**src/rtl/sha256_pkg.sv**
```systemverilog
// Shared types and constants for the SHA-256 message digest block.
package sha256_pkg;

	typedef struct packed {
		logic [7:0] data_byte;
		logic       byte_present;
		logic       end_of_message;
	} in_item_t;

	typedef struct packed {
		logic [31:0] digest_word;
		logic [2:0]  word_index;
		logic        last_word;
	} out_item_t;

	localparam logic [7:0] PAD_MARK   = 8'h80;
	localparam logic [5:0] LENGTH_POS = 6'd56;

	localparam logic [255:0] INIT_H = {
		32'h6a09e667, 32'hbb67ae85, 32'h3c6ef372, 32'ha54ff53a,
		32'h510e527f, 32'h9b05688c, 32'h1f83d9ab, 32'h5be0cd19
	};

	function automatic logic [31:0] round_k(input logic [5:0] t);
		logic [31:0] k;
		unique case (t)
			6'd0: k = 32'h428a2f98;  6'd1: k = 32'h71374491;
			6'd2: k = 32'hb5c0fbcf;  6'd3: k = 32'he9b5dba5;
			6'd4: k = 32'h3956c25b;  6'd5: k = 32'h59f111f1;
			6'd6: k = 32'h923f82a4;  6'd7: k = 32'hab1c5ed5;
			6'd8: k = 32'hd807aa98;  6'd9: k = 32'h12835b01;
			6'd10: k = 32'h243185be; 6'd11: k = 32'h550c7dc3;
			6'd12: k = 32'h72be5d74; 6'd13: k = 32'h80deb1fe;
			6'd14: k = 32'h9bdc06a7; 6'd15: k = 32'hc19bf174;
			6'd16: k = 32'he49b69c1; 6'd17: k = 32'hefbe4786;
			6'd18: k = 32'h0fc19dc6; 6'd19: k = 32'h240ca1cc;
			6'd20: k = 32'h2de92c6f; 6'd21: k = 32'h4a7484aa;
			6'd22: k = 32'h5cb0a9dc; 6'd23: k = 32'h76f988da;
			6'd24: k = 32'h983e5152; 6'd25: k = 32'ha831c66d;
			6'd26: k = 32'hb00327c8; 6'd27: k = 32'hbf597fc7;
			6'd28: k = 32'hc6e00bf3; 6'd29: k = 32'hd5a79147;
			6'd30: k = 32'h06ca6351; 6'd31: k = 32'h14292967;
			6'd32: k = 32'h27b70a85; 6'd33: k = 32'h2e1b2138;
			6'd34: k = 32'h4d2c6dfc; 6'd35: k = 32'h53380d13;
			6'd36: k = 32'h650a7354; 6'd37: k = 32'h766a0abb;
			6'd38: k = 32'h81c2c92e; 6'd39: k = 32'h92722c85;
			6'd40: k = 32'ha2bfe8a1; 6'd41: k = 32'ha81a664b;
			6'd42: k = 32'hc24b8b70; 6'd43: k = 32'hc76c51a3;
			6'd44: k = 32'hd192e819; 6'd45: k = 32'hd6990624;
			6'd46: k = 32'hf40e3585; 6'd47: k = 32'h106aa070;
			6'd48: k = 32'h19a4c116; 6'd49: k = 32'h1e376c08;
			6'd50: k = 32'h2748774c; 6'd51: k = 32'h34b0bcb5;
			6'd52: k = 32'h391c0cb3; 6'd53: k = 32'h4ed8aa4a;
			6'd54: k = 32'h5b9cca4f; 6'd55: k = 32'h682e6ff3;
			6'd56: k = 32'h748f82ee; 6'd57: k = 32'h78a5636f;
			6'd58: k = 32'h84c87814; 6'd59: k = 32'h8cc70208;
			6'd60: k = 32'h90befffa; 6'd61: k = 32'ha4506ceb;
			6'd62: k = 32'hbef9a3f7; 6'd63: k = 32'hc67178f2;
			default: k = 32'h0;
		endcase
		return k;
	endfunction

	function automatic logic [31:0] rotr(input logic [31:0] x, input int n);
		return (x >> n) | (x << (32 - n));
	endfunction

endpackage

```
**src/rtl/sha256_core.sv**
```systemverilog
// SHA-256 compression core: schedule memory, round logic, chaining words.
module sha256_core (
	input  logic        clk,
	input  logic        arst_n,
	input  logic        start,
	input  logic        wr_en,
	input  logic [3:0]  wr_addr,
	input  logic [31:0] wr_data,
	input  logic        reinit,
	input  logic [2:0]  h_sel,
	output logic [31:0] h_word,
	output logic        busy,
	output logic        done
);

	typedef enum logic [1:0] {IDLE, PRIME, ROUND, FOLD} state_t;

	state_t      state_q;
	logic [5:0]  t_q;
	logic [31:0] w_mem [16];
	logic [31:0] w_rd_q;
	logic [3:0]  rd_addr;
	logic [31:0] ring_q [16];
	logic [31:0] a_q, b_q, c_q, d_q, e_q, f_q, g_q, h_q;
	logic [255:0] hv_q;
	logic [31:0] w_new, w_cur, t1, t2, x15, x2, x16, x7;
	logic [5:0]  t_next;

	// Sixteen-word window kept in a shift line for the schedule taps; the memory
	// holds the loaded block words read one per cycle.
	assign t_next  = t_q + 6'd1;
	assign rd_addr = (state_q == ROUND) ? t_next[3:0] : 4'd0;

	always_ff @(posedge clk) begin
		if (wr_en) begin
			w_mem[wr_addr] <= wr_data;
		end
		w_rd_q <= w_mem[rd_addr];
	end

	assign x16 = ring_q[0];
	assign x15 = ring_q[1];
	assign x7  = ring_q[9];
	assign x2  = ring_q[14];
	assign w_new = x16 + (sha256_pkg::rotr(x15, 7) ^ sha256_pkg::rotr(x15, 18) ^ (x15 >> 3))
		+ x7 + (sha256_pkg::rotr(x2, 17) ^ sha256_pkg::rotr(x2, 19) ^ (x2 >> 10));
	assign w_cur = t_q[5:4] == 2'd0 ? w_rd_q : w_new;

	assign t1 = h_q + (sha256_pkg::rotr(e_q, 6) ^ sha256_pkg::rotr(e_q, 11)
		^ sha256_pkg::rotr(e_q, 25)) + ((e_q & f_q) ^ (~e_q & g_q))
		+ sha256_pkg::round_k(t_q) + w_cur;
	assign t2 = (sha256_pkg::rotr(a_q, 2) ^ sha256_pkg::rotr(a_q, 13)
		^ sha256_pkg::rotr(a_q, 22)) + ((a_q & b_q) ^ (a_q & c_q) ^ (b_q & c_q));

	assign h_word = hv_q[255 - 32 * h_sel -: 32];
	assign busy   = state_q != IDLE;

	always_ff @(posedge clk or negedge arst_n) begin
		if (!arst_n) begin
			state_q <= IDLE;
			t_q     <= '0;
			done    <= 1'b0;
			hv_q    <= sha256_pkg::INIT_H;
		end else begin
			done <= 1'b0;
			unique case (state_q)
				IDLE: begin
					if (reinit) begin
						hv_q <= sha256_pkg::INIT_H;
					end
					if (start) begin
						state_q <= PRIME;
						t_q     <= '0;
					end
				end
				PRIME: begin
					state_q <= ROUND;
					{a_q, b_q, c_q, d_q, e_q, f_q, g_q, h_q} <= hv_q;
				end
				ROUND: begin
					for (int i = 0; i < 15; i++) begin
						ring_q[i] <= ring_q[i + 1];
					end
					ring_q[15] <= w_cur;
					h_q <= g_q; g_q <= f_q; f_q <= e_q; e_q <= d_q + t1;
					d_q <= c_q; c_q <= b_q; b_q <= a_q; a_q <= t1 + t2;
					t_q <= t_next;
					if (t_q == 6'd63) begin
						state_q <= FOLD;
					end
				end
				FOLD: begin
					hv_q <= {hv_q[255:224] + a_q, hv_q[223:192] + b_q,
						hv_q[191:160] + c_q, hv_q[159:128] + d_q,
						hv_q[127:96] + e_q, hv_q[95:64] + f_q,
						hv_q[63:32] + g_q, hv_q[31:0] + h_q};
					done    <= 1'b1;
					state_q <= IDLE;
				end
				default: state_q <= IDLE;
			endcase
		end
	end

endmodule

```
**src/rtl/sha256_message_digest_top.sv**
```systemverilog
// Top level of the streaming SHA-256 hasher: byte packing, padding, digest output.
// A byte that does not complete a block is taken without a stall; the byte that
// completes a block stalls the input while it is compressed (start, load, 64 rounds, fold, handoff).
// End of message: padding bytes up to the block end, one or two compressions, then
// eight digest beats, one per cycle while out is not stalled.
// Throughput is one item per cycle except while a block is compressed or padded or the digest is emitted.
// Reset clears the counters and loads the SHA-256 initial hash values.
module sha256_message_digest_top (
	input  logic                  clk,
	input  logic                  arst_n,
	input  logic                  in_valid,
	output logic                  in_stall,
	input  sha256_pkg::in_item_t  in_data,
	output logic                  out_valid,
	input  logic                  out_stall,
	output sha256_pkg::out_item_t out_data
);

	typedef enum logic [2:0] {ACCEPT, COMP, PAD, LAST, FINAL, EMIT, PADCOMP} state_t;

	state_t      state_q;
	logic [5:0]  fill_q;
	logic [63:0] count_q;
	logic [23:0] pack_q;
	logic [2:0]  idx_q;
	logic        take;
	logic [7:0]  pad_byte;
	logic [63:0] bits;
	logic        start, wr_en, reinit;
	logic [3:0]  wr_addr;
	logic [31:0] wr_data;
	logic [31:0] h_word;
	logic        busy, done;
	logic [7:0]  wbyte;
	logic        wstep;
	logic        core_wait_q;
	logic        end_q;
	logic        len_ok_q;

	sha256_core u_core (
		.clk     (clk),
		.arst_n  (arst_n),
		.start   (start),
		.wr_en   (wr_en),
		.wr_addr (wr_addr),
		.wr_data (wr_data),
		.reinit  (reinit),
		.h_sel   (idx_q),
		.h_word  (h_word),
		.busy    (busy),
		.done    (done)
	);

	assign in_stall = state_q != ACCEPT;
	assign take     = in_valid && !in_stall;
	assign bits     = {count_q[60:0], 3'b000};

	always_comb begin
		pad_byte = 8'h00;
		if (len_ok_q && fill_q >= sha256_pkg::LENGTH_POS) begin
			pad_byte = bits[63 - 8 * fill_q[2:0] -: 8];
		end
	end

	always_comb begin
		wstep = 1'b0;
		wbyte = 8'h00;
		unique case (state_q)
			ACCEPT: begin
				wstep = take && in_data.byte_present;
				wbyte = in_data.data_byte;
			end
			FINAL: begin
				wstep = 1'b1;
				wbyte = sha256_pkg::PAD_MARK;
			end
			PAD: begin
				wstep = 1'b1;
				wbyte = pad_byte;
			end
			default: begin
				wstep = 1'b0;
			end
		endcase
	end

	assign wr_en   = wstep && fill_q[1:0] == 2'd3;
	assign wr_addr = fill_q[5:2];
	assign wr_data = {pack_q, wbyte};
	assign start   = !core_wait_q
		&& (state_q == COMP || state_q == PADCOMP || state_q == LAST);
	assign reinit  = state_q == EMIT && out_valid && !out_stall && out_data.last_word;

	always_ff @(posedge clk or negedge arst_n) begin
		if (!arst_n) begin
			state_q     <= ACCEPT;
			fill_q      <= '0;
			count_q     <= '0;
			idx_q       <= '0;
			out_valid   <= 1'b0;
			core_wait_q <= 1'b0;
			end_q       <= 1'b0;
			len_ok_q    <= 1'b0;
		end else begin
			if (wstep) begin
				pack_q <= {pack_q[15:0], wbyte};
				fill_q <= fill_q + 6'd1;
			end
			unique case (state_q)
				ACCEPT: begin
					if (take) begin
						end_q <= in_data.end_of_message;
						if (in_data.byte_present) begin
							count_q <= count_q + 64'd1;
						end
						if (in_data.byte_present && fill_q == 6'd63) begin
							state_q <= COMP;
						end else if (in_data.end_of_message) begin
							state_q <= FINAL;
						end
					end
				end
				COMP, PADCOMP, LAST: begin
					if (start) begin
						core_wait_q <= 1'b1;
					end else if (done) begin
						core_wait_q <= 1'b0;
						if (state_q == LAST) begin
							state_q   <= EMIT;
							idx_q     <= '0;
							out_valid <= 1'b1;
						end else if (state_q == PADCOMP) begin
							len_ok_q <= 1'b1;
							state_q  <= PAD;
						end else if (end_q) begin
							state_q <= FINAL;
						end else begin
							state_q <= ACCEPT;
						end
					end
				end
				FINAL: begin
					len_ok_q <= fill_q < sha256_pkg::LENGTH_POS;
					if (fill_q == 6'd63) begin
						state_q <= PADCOMP;
					end else begin
						state_q <= PAD;
					end
				end
				PAD: begin
					if (fill_q == 6'd63) begin
						state_q <= len_ok_q ? LAST : PADCOMP;
					end
				end
				EMIT: begin
					if (!out_stall) begin
						idx_q <= idx_q + 3'd1;
						if (idx_q == 3'd7) begin
							out_valid <= 1'b0;
							count_q   <= '0;
							state_q   <= ACCEPT;
						end
					end
				end
				default: state_q <= ACCEPT;
			endcase
		end
	end

	assign out_data.digest_word = h_word;
	assign out_data.word_index  = idx_q;
	assign out_data.last_word   = idx_q == 3'd7;

`ifndef NO_ASSERTIONS
	a_stall_busy: assert property (@(posedge clk) disable iff (!arst_n)
		busy |-> in_stall) else $error("input taken while core busy");
	a_last_idx: assert property (@(posedge clk) disable iff (!arst_n)
		(out_valid && out_data.last_word) |-> idx_q == 3'd7)
		else $error("last word flag misplaced");
	a_fill_zero: assert property (@(posedge clk) disable iff (!arst_n)
		(state_q == EMIT) |-> fill_q == 6'd0) else $error("fill not cleared at digest");
`endif

endmodule

```
**config.mk**
```make
export PLATFORM = sky130hd
export DESIGN_NAME = sha256_message_digest_top
export DESIGN_NICKNAME = d
export VERILOG_FILES = /design/src/rtl/sha256_pkg.sv /design/src/rtl/sha256_core.sv /design/src/rtl/sha256_message_digest_top.sv
export SDC_FILE = /design/constraint.sdc
export NUM_CORES = 2
export LEC_CHECK = 0
export CAP_MARGIN = 10
export CORE_ASPECT_RATIO = 0.8
export CORE_MARGIN = 1
export CORE_UTILIZATION = 60
export DETAILED_ROUTE_END_ITERATION = 6
export DONT_BUFFER_PORTS = 1
export PLACE_DENSITY = 0.74
export SYNTH_ARGS = -nofsm -noshare
export SYNTH_HDL_FRONTEND = slang
export SYNTH_SLANG_ARGS = --single-unit
export TNS_END_PERCENT = 5
```
**constraint.sdc**
```tcl
create_clock -name clk -period 19.9 [get_ports clk]
set_input_delay 2.985 -clock clk [delete_from_list [all_inputs] [get_ports clk]]
set_output_delay 2.985 -clock clk [all_outputs]
set_load 0.01 [all_outputs]
```
== After elaboration in Yosys (flattened, before gate mapping) ==
Memories as Yosys holds them, arrays and structs flattened. A register that Yosys moved wholly into a read port is not among the register bits.
Index checks and enable logic that the tools add are counted.

* Register bits: 625
* Memory bits (writable): 1024
* Memory bits (read-only): 2048
* Output and inout bits: 38
* Logic and storage cells: 208
* Memories: 3

{| class="wikitable"
|+ Memory list
! memory !! depth !! width !! rd ports !! clocked after memory_dff !! wr ports !! RTL line !! source
|-
| (no name shown) || 64 || 32 || 1 || 0 || 0 || sha256_pkg.sv:26 || <nowiki>unique case (t)</nowiki>
|-
| u_core.ring_q || 16 || 32 || 16 || 0 || 16 || sha256_core.sv:23 || <nowiki>logic [31:0] ring_q [16];</nowiki>
|-
| u_core.w_mem || 16 || 32 || 1 || 1 || 1 || sha256_core.sv:20 || <nowiki>logic [31:0] w_mem [16];</nowiki>
|}

* Add/sub/neg operators: 24
* Order comparisons: 2
* Equal/unequal tests: 27
* Shifts and indexed selects: 2
* Mux-type cells: 62
* Bitwise logic cells: 27
* Reduce and logical (&&, ||, !) cells: 40

{| class="wikitable"
|+ Operator list
! kind !! number
|-
| $add 32x32->32 || 18
|-
| $pmux 256 s2 || 1
|-
| $pmux 32 s2 || 8
|-
| $xor 32x32->32 || 9
|-
| $shiftx 287x33->32 || 1
|-
| $mux 256 || 1
|-
| $mux 64 || 4
|-
| $and 32x32->32 || 5
|-
| $pmux 64 s2 || 1
|-
| $shiftx 71x33->8 || 1
|-
| $add 64x1->64 const B || 1
|-
| $mux 3 || 17
|-
| $mux 32 || 1
|-
| $not 32->32 || 1
|-
| $or 10x32->32 || 1
|-
| $or 13x32->32 || 1
|-
| $or 14x32->32 || 1
|-
| $or 15x32->32 || 1
|-
| $or 19x32->32 || 1
|-
| $or 21x32->32 || 1
|-
| $or 25x32->32 || 1
|-
| $or 26x32->32 || 1
|-
| $or 30x32->32 || 1
|-
| $or 7x32->32 || 1
|-
| 41 further kinds || 105
|}

== Depth between registers and ports, before layout ==
An unclocked memory read counts as a cell.

* Depth in word-level cells: 11
* Depth in mapped cells: 42
* Mapped depth without buffers: 42

== Cells and area by module ==
From an unflattened synthesis, not the netlist that was laid out.

* Cell total of the unflattened synthesis: 7542
* Area total of the unflattened synthesis: 91961.9 sq um

{| class="wikitable"
|+ Modules (own cells, without submodules)
! module !! times used !! cells each !! area each (sq um) !! sequential area each (sq um)
|-
| sha256_core || 1 || 7013 || 86496.7 || 45879.0
|-
| sha256_message_digest_top || 1 || 529 || 5465.2 || 2647.5
|}

== Worst setup path before layout ==
No wires, ideal clock.

* Path kind: input-to-reg
* From: in arst_n
* To: mem u_core.ring_q[0][0], enable pin
* Library setup time: 941 ps
* Arrival time: 14395 ps
* Required time: 18959 ps
* Path slack: 4565 ps
* Stages on the path: 1
* Buffers on the path: 0
* Cells stage by stage: and2_1

{| class="wikitable"
|+ RTL lines
! what !! RTL line !! source
|-
| start: declaration || sha256_message_digest_top.sv:10 || <nowiki>input logic arst_n,</nowiki>
|-
| end: declaration || sha256_core.sv:23 ||
|}

== Worst setup path in the final report ==
* From: reg u_core.t_q[0]
* To: reg u_core.a_q[26], data pin

* Longest elaborated chain between the ends: 5

{| class="wikitable"
|+ RTL lines
! what !! RTL line !! source
|-
| start: declaration || sha256_core.sv:19 || <nowiki>logic [5:0] t_q;</nowiki>
|-
| start signal: assignment || sha256_core.sv:87 || <nowiki>t_q <= t_next;</nowiki>
|-
| $mem_v2 64x32 || - ||
|-
| $add 32x32->32 (2 in a row) || sha256_core.sv:51 || <nowiki>+ sha256_pkg::round_k(t_q) + w_cur;</nowiki>
|-
| $add 32x32->32 || sha256_core.sv:86 || <nowiki>d_q <= c_q; c_q <= b_q; b_q <= a_q; a_q <= t1 + t2;</nowiki>
|-
| $pmux 32 s2 || sha256_core.sv:66 || <nowiki>unique case (state_q)</nowiki>
|-
| end signal: assignment || sha256_core.sv:78 || <nowiki>{a_q, b_q, c_q, d_q, e_q, f_q, g_q, h_q} <= hv_q;</nowiki>
|-
| end signal: assignment || sha256_core.sv:86 ||
|-
| end: declaration || sha256_core.sv:24 || <nowiki>logic [31:0] a_q, b_q, c_q, d_q, e_q, f_q, g_q, h_q;</nowiki>
|}

No other way between the ends.
A chain may end at the register's enable or synchronous reset.

==> flow_metrics.py <==
metrics = {
    "outcome": {
        "status": "complete, no violations",
    },
    "setup_path": {
        "cp_top_family": "compound AO/OA/AOI/OAI gates",
        "cpPeakStageDelay_ns": 1.05,
        "crit_path_end_kind": "flip-flop",
        "cp.arrival_ns": 12.29,
        "critPathBufInv": 5,
        "criticalPathCategory": "flip-flop to flip-flop",
        "cp.required_ns": 20.49,
        "cp_slowest_cell": "dfrtp_4",
        "cp_max_fo": 69,
        "critPathLaunchType": "flip-flop",
    },
    "timing": {
        "tightest_slew_ns": 1.33,
        "setup_viol": 0,
        "setup_ws_ns": 8.20,
        "max_freq_ghz": 0.0855,
        "setup_tns_ns": 0,
        "fin_crit_sh": 0.588,
        "finClkSkew_ns": 0.0615,
        "hold_viol": 0,
        "min_period_ns": 11.70,
        "rsz0062_at_grt": "no",
        "finalMaxSlewViolations": 0,
        "max-slew-margin-rel": 0.110,
    },
    "logic_synthesis": {
        "synth_cells": 7537,
        "synth.area.top_cells": "edfxtp_1, dfrtp_1, ha_1",
        "synth_edf_count": 1304,
        "ys_seq_area_frac": 0.528,
        "synthMuxAreaShare": 0.0835,
        "synth.distinct_cells": 99,
        "ys_ff_latch": 1678,
        "yosysMostFrequentCell": "edfxtp_1",
        "synth_warnings": 0,
        "synth_xor_area_frac": 0.0575,
        "synth_compound_area_frac": 0.127,
        "synth-simple-area-share": 0.0724,
        "synth_fa_ha_area_frac": 0.100,
        "yosys.area.top_type_share": 0.426,
        "synthTopCellsByCount": "edfxtp_1, a21oi_1, nor2_1",
        "syn_nets": 8157,
        "avgSynthCellArea_um2": 12.2,
        "synth.largest_area_cell": "edfxtp_1",
        "synth_top_family_by_area": "compound AO/OA/AOI/OAI gates",
        "async_reset_ff_frac": 0.204,
        "netlist_area_um2": 91800,
        "synth_flop_cell": "edfxtp_1",
    },
    "drt": {
        "wl_mm": 260,
        "viasPerCell": 6.46,
        "first_iter_violations": 7630,
        "vias": 62000,
        "postRouteAntennaNets": 0,
        "drc_errors": 0,
        "wire_per_inst_um": 27.1,
        "first_pass_iters": 6,
    },
    "layout": {
        "fillerInstances": 11300,
        "multi_input_area_um2": 40700,
        "seqCellArea_um2": 48500,
        "drive_gt1_frac": 0.136,
        "fin_nets": 8057,
        "synthToLayoutAreaGrowth_pct": 8.34,
    },
    "clock_network": {
        "clk_latency_ns": 0.83,
        "postCtsSetupRepairBufs": 0,
        "clock_path_buffers": 3,
        "cts.repair.resized": 0,
        "htree_levels": 4,
        "cts_hold_buf": 0,
        "clkSinkCount": 1678,
        "cts_buffers": 167,
        "cts_tree": "done",
        "root_buffer": "clkbuf_16",
        "clk_pin_slew_ns": 0.06,
    },
    "global_routing": {
        "antenna_found_initial": 8,
        "overflow": 0,
        "grt_max_degree": 346,
        "track_usage": 0.334,
        "grt_pass1_wl_mm": 385,
        "grt_pass1_vias": 59000,
    },
    "power": {
        "ir_worst_vdd_v": 0.0000670,
        "leakage_uw": 0.0389,
        "power_density_nw_per_um2": 69.9,
    },
    "min_path": {
        "hold_path_class": "flip-flop to flip-flop",
    },
    "placed_design": {
        "dp_slack_ns": 8.42,
        "hpwl_mm": 179,
        "gp_congestion": 0.967,
        "portBuffers": 0,
    },
    "floorplan": {
        "core_um2": 152000,
        "initial_core_util": 0.604,
        "floorplan.rows": 128,
        "dieArea_um2": 155000,
        "die_w_um": 439,
        "io_pins": 52,
        "die_h_um": 352,
    },
    "run": {
        "drv_cap": 0,
    },
}
## final timing paths
path                                      start                     to  slack, ns  cells past startpoint
max                               u_core.t_q[0]         u_core.a_q[26]       8.20                     36
min                        u_core.ring_q[3][19]  u_core.ring_q[2][115]       0.40                      0
max reg2reg                       u_core.t_q[0]         u_core.a_q[26]       8.20                     36
min reg2reg                u_core.ring_q[3][19]  u_core.ring_q[2][115]       0.40                      0
max in group asynchronous                arst_n               idx_q[1]      16.87                      0
min in group asynchronous                arst_n         u_core.hv_q[1]       1.89                      0
## state kept, by name (all words and copies together) (netlist names), 61 cells and up
signal,flops
count_q,61
u_core.w_mem,512
u_core.ring_q,512
u_core.hv_q,256
## layout make-up
class | instances | area share
antenna | 1 | 0.0000252
clock buffer | 235 | 0.0469
clock inverter | 77 | 0.00864
inverter | 379 | 0.0143
multi-input combinational | 5117 | 0.409
sequential | 1678 | 0.488
tap | 2015 | 0.0253
timing repair buffer | 94 | 0.00747
## cell families (layout without fill, tap and decap cells)
family,after synthesis,count (layout)
and+or+nand+nor,1433,1433
adders and majority gates,623,623
muxes,612,612
xor gates and xnor gates,599,599
other,0,1
AOI/OAI and AO/OA,1850,1850
DFF,1678,1678
buffers and inverters,742,785
## where the power goes
| part | switching (µW) | total, µW | internal, µW |
|---|---|---|---|
| registers | 7.94 | 3760 | 3750 |
| clock network | 1400 | 3200 | 1800 |
| logic | 1.69 | 2.09 | 0.377 |
| total | 1410 | 6950 | 5540 |
## layer usage
layer,wire length [µm],vias up,GRT usage
met5,58,-,0
met4,5880,8,0.0750
met1,116000,31100,0.516
li1,-,27600,-
met3,29800,367,0.0996
met2,108000,2900,0.462
## placed cells by master (no fill, tap or decap), drive strengths merged, types with 49 or more instances in the layout
master / netlist / layout
xor2: 215 / 215
a31oi: 55 / 55
inv: 374 / 379
xnor2: 382 / 382
and3: 61 / 61
nand2b: 55 / 55
clkbuf: 307 / 235
nor2: 452 / 452
o21a: 65 / 65
nor2b: 58 / 58
dfrtp: 206 / 206
mux4: 87 / 87
mux2: 363 / 363
mux2i: 162 / 162
o22ai: 49 / 49
fa: 195 / 195
nand3: 135 / 135
o21ai: 477 / 477
a211oi: 74 / 74
nand2: 393 / 393
edfxtp: 1304 / 1304
buf: 56 / 94
a21o: 182 / 182
a21oi: 534 / 534
dfstp: 136 / 136
nor3: 92 / 92
clkinv: 5 / 63
or3: 54 / 54
ha: 411 / 411
## through the flow
step	power, µW	hold slack, ns	instances	utilization	instance area [µm²]
4_1_cts	7000	0.387	9594	0.654	99500
2_1_floorplan	3820	0.400	7537	-	91800
6_report	6950	0.398	9596	0.654	99500
3_3_place_gp	3830	0.400	9281	0.617	93900
5_1_grt	7120	0.389	9596	0.654	99500
3_5_place_dp	3830	0.405	9282	0.618	94000
Power figures use the tool's default switching activity.
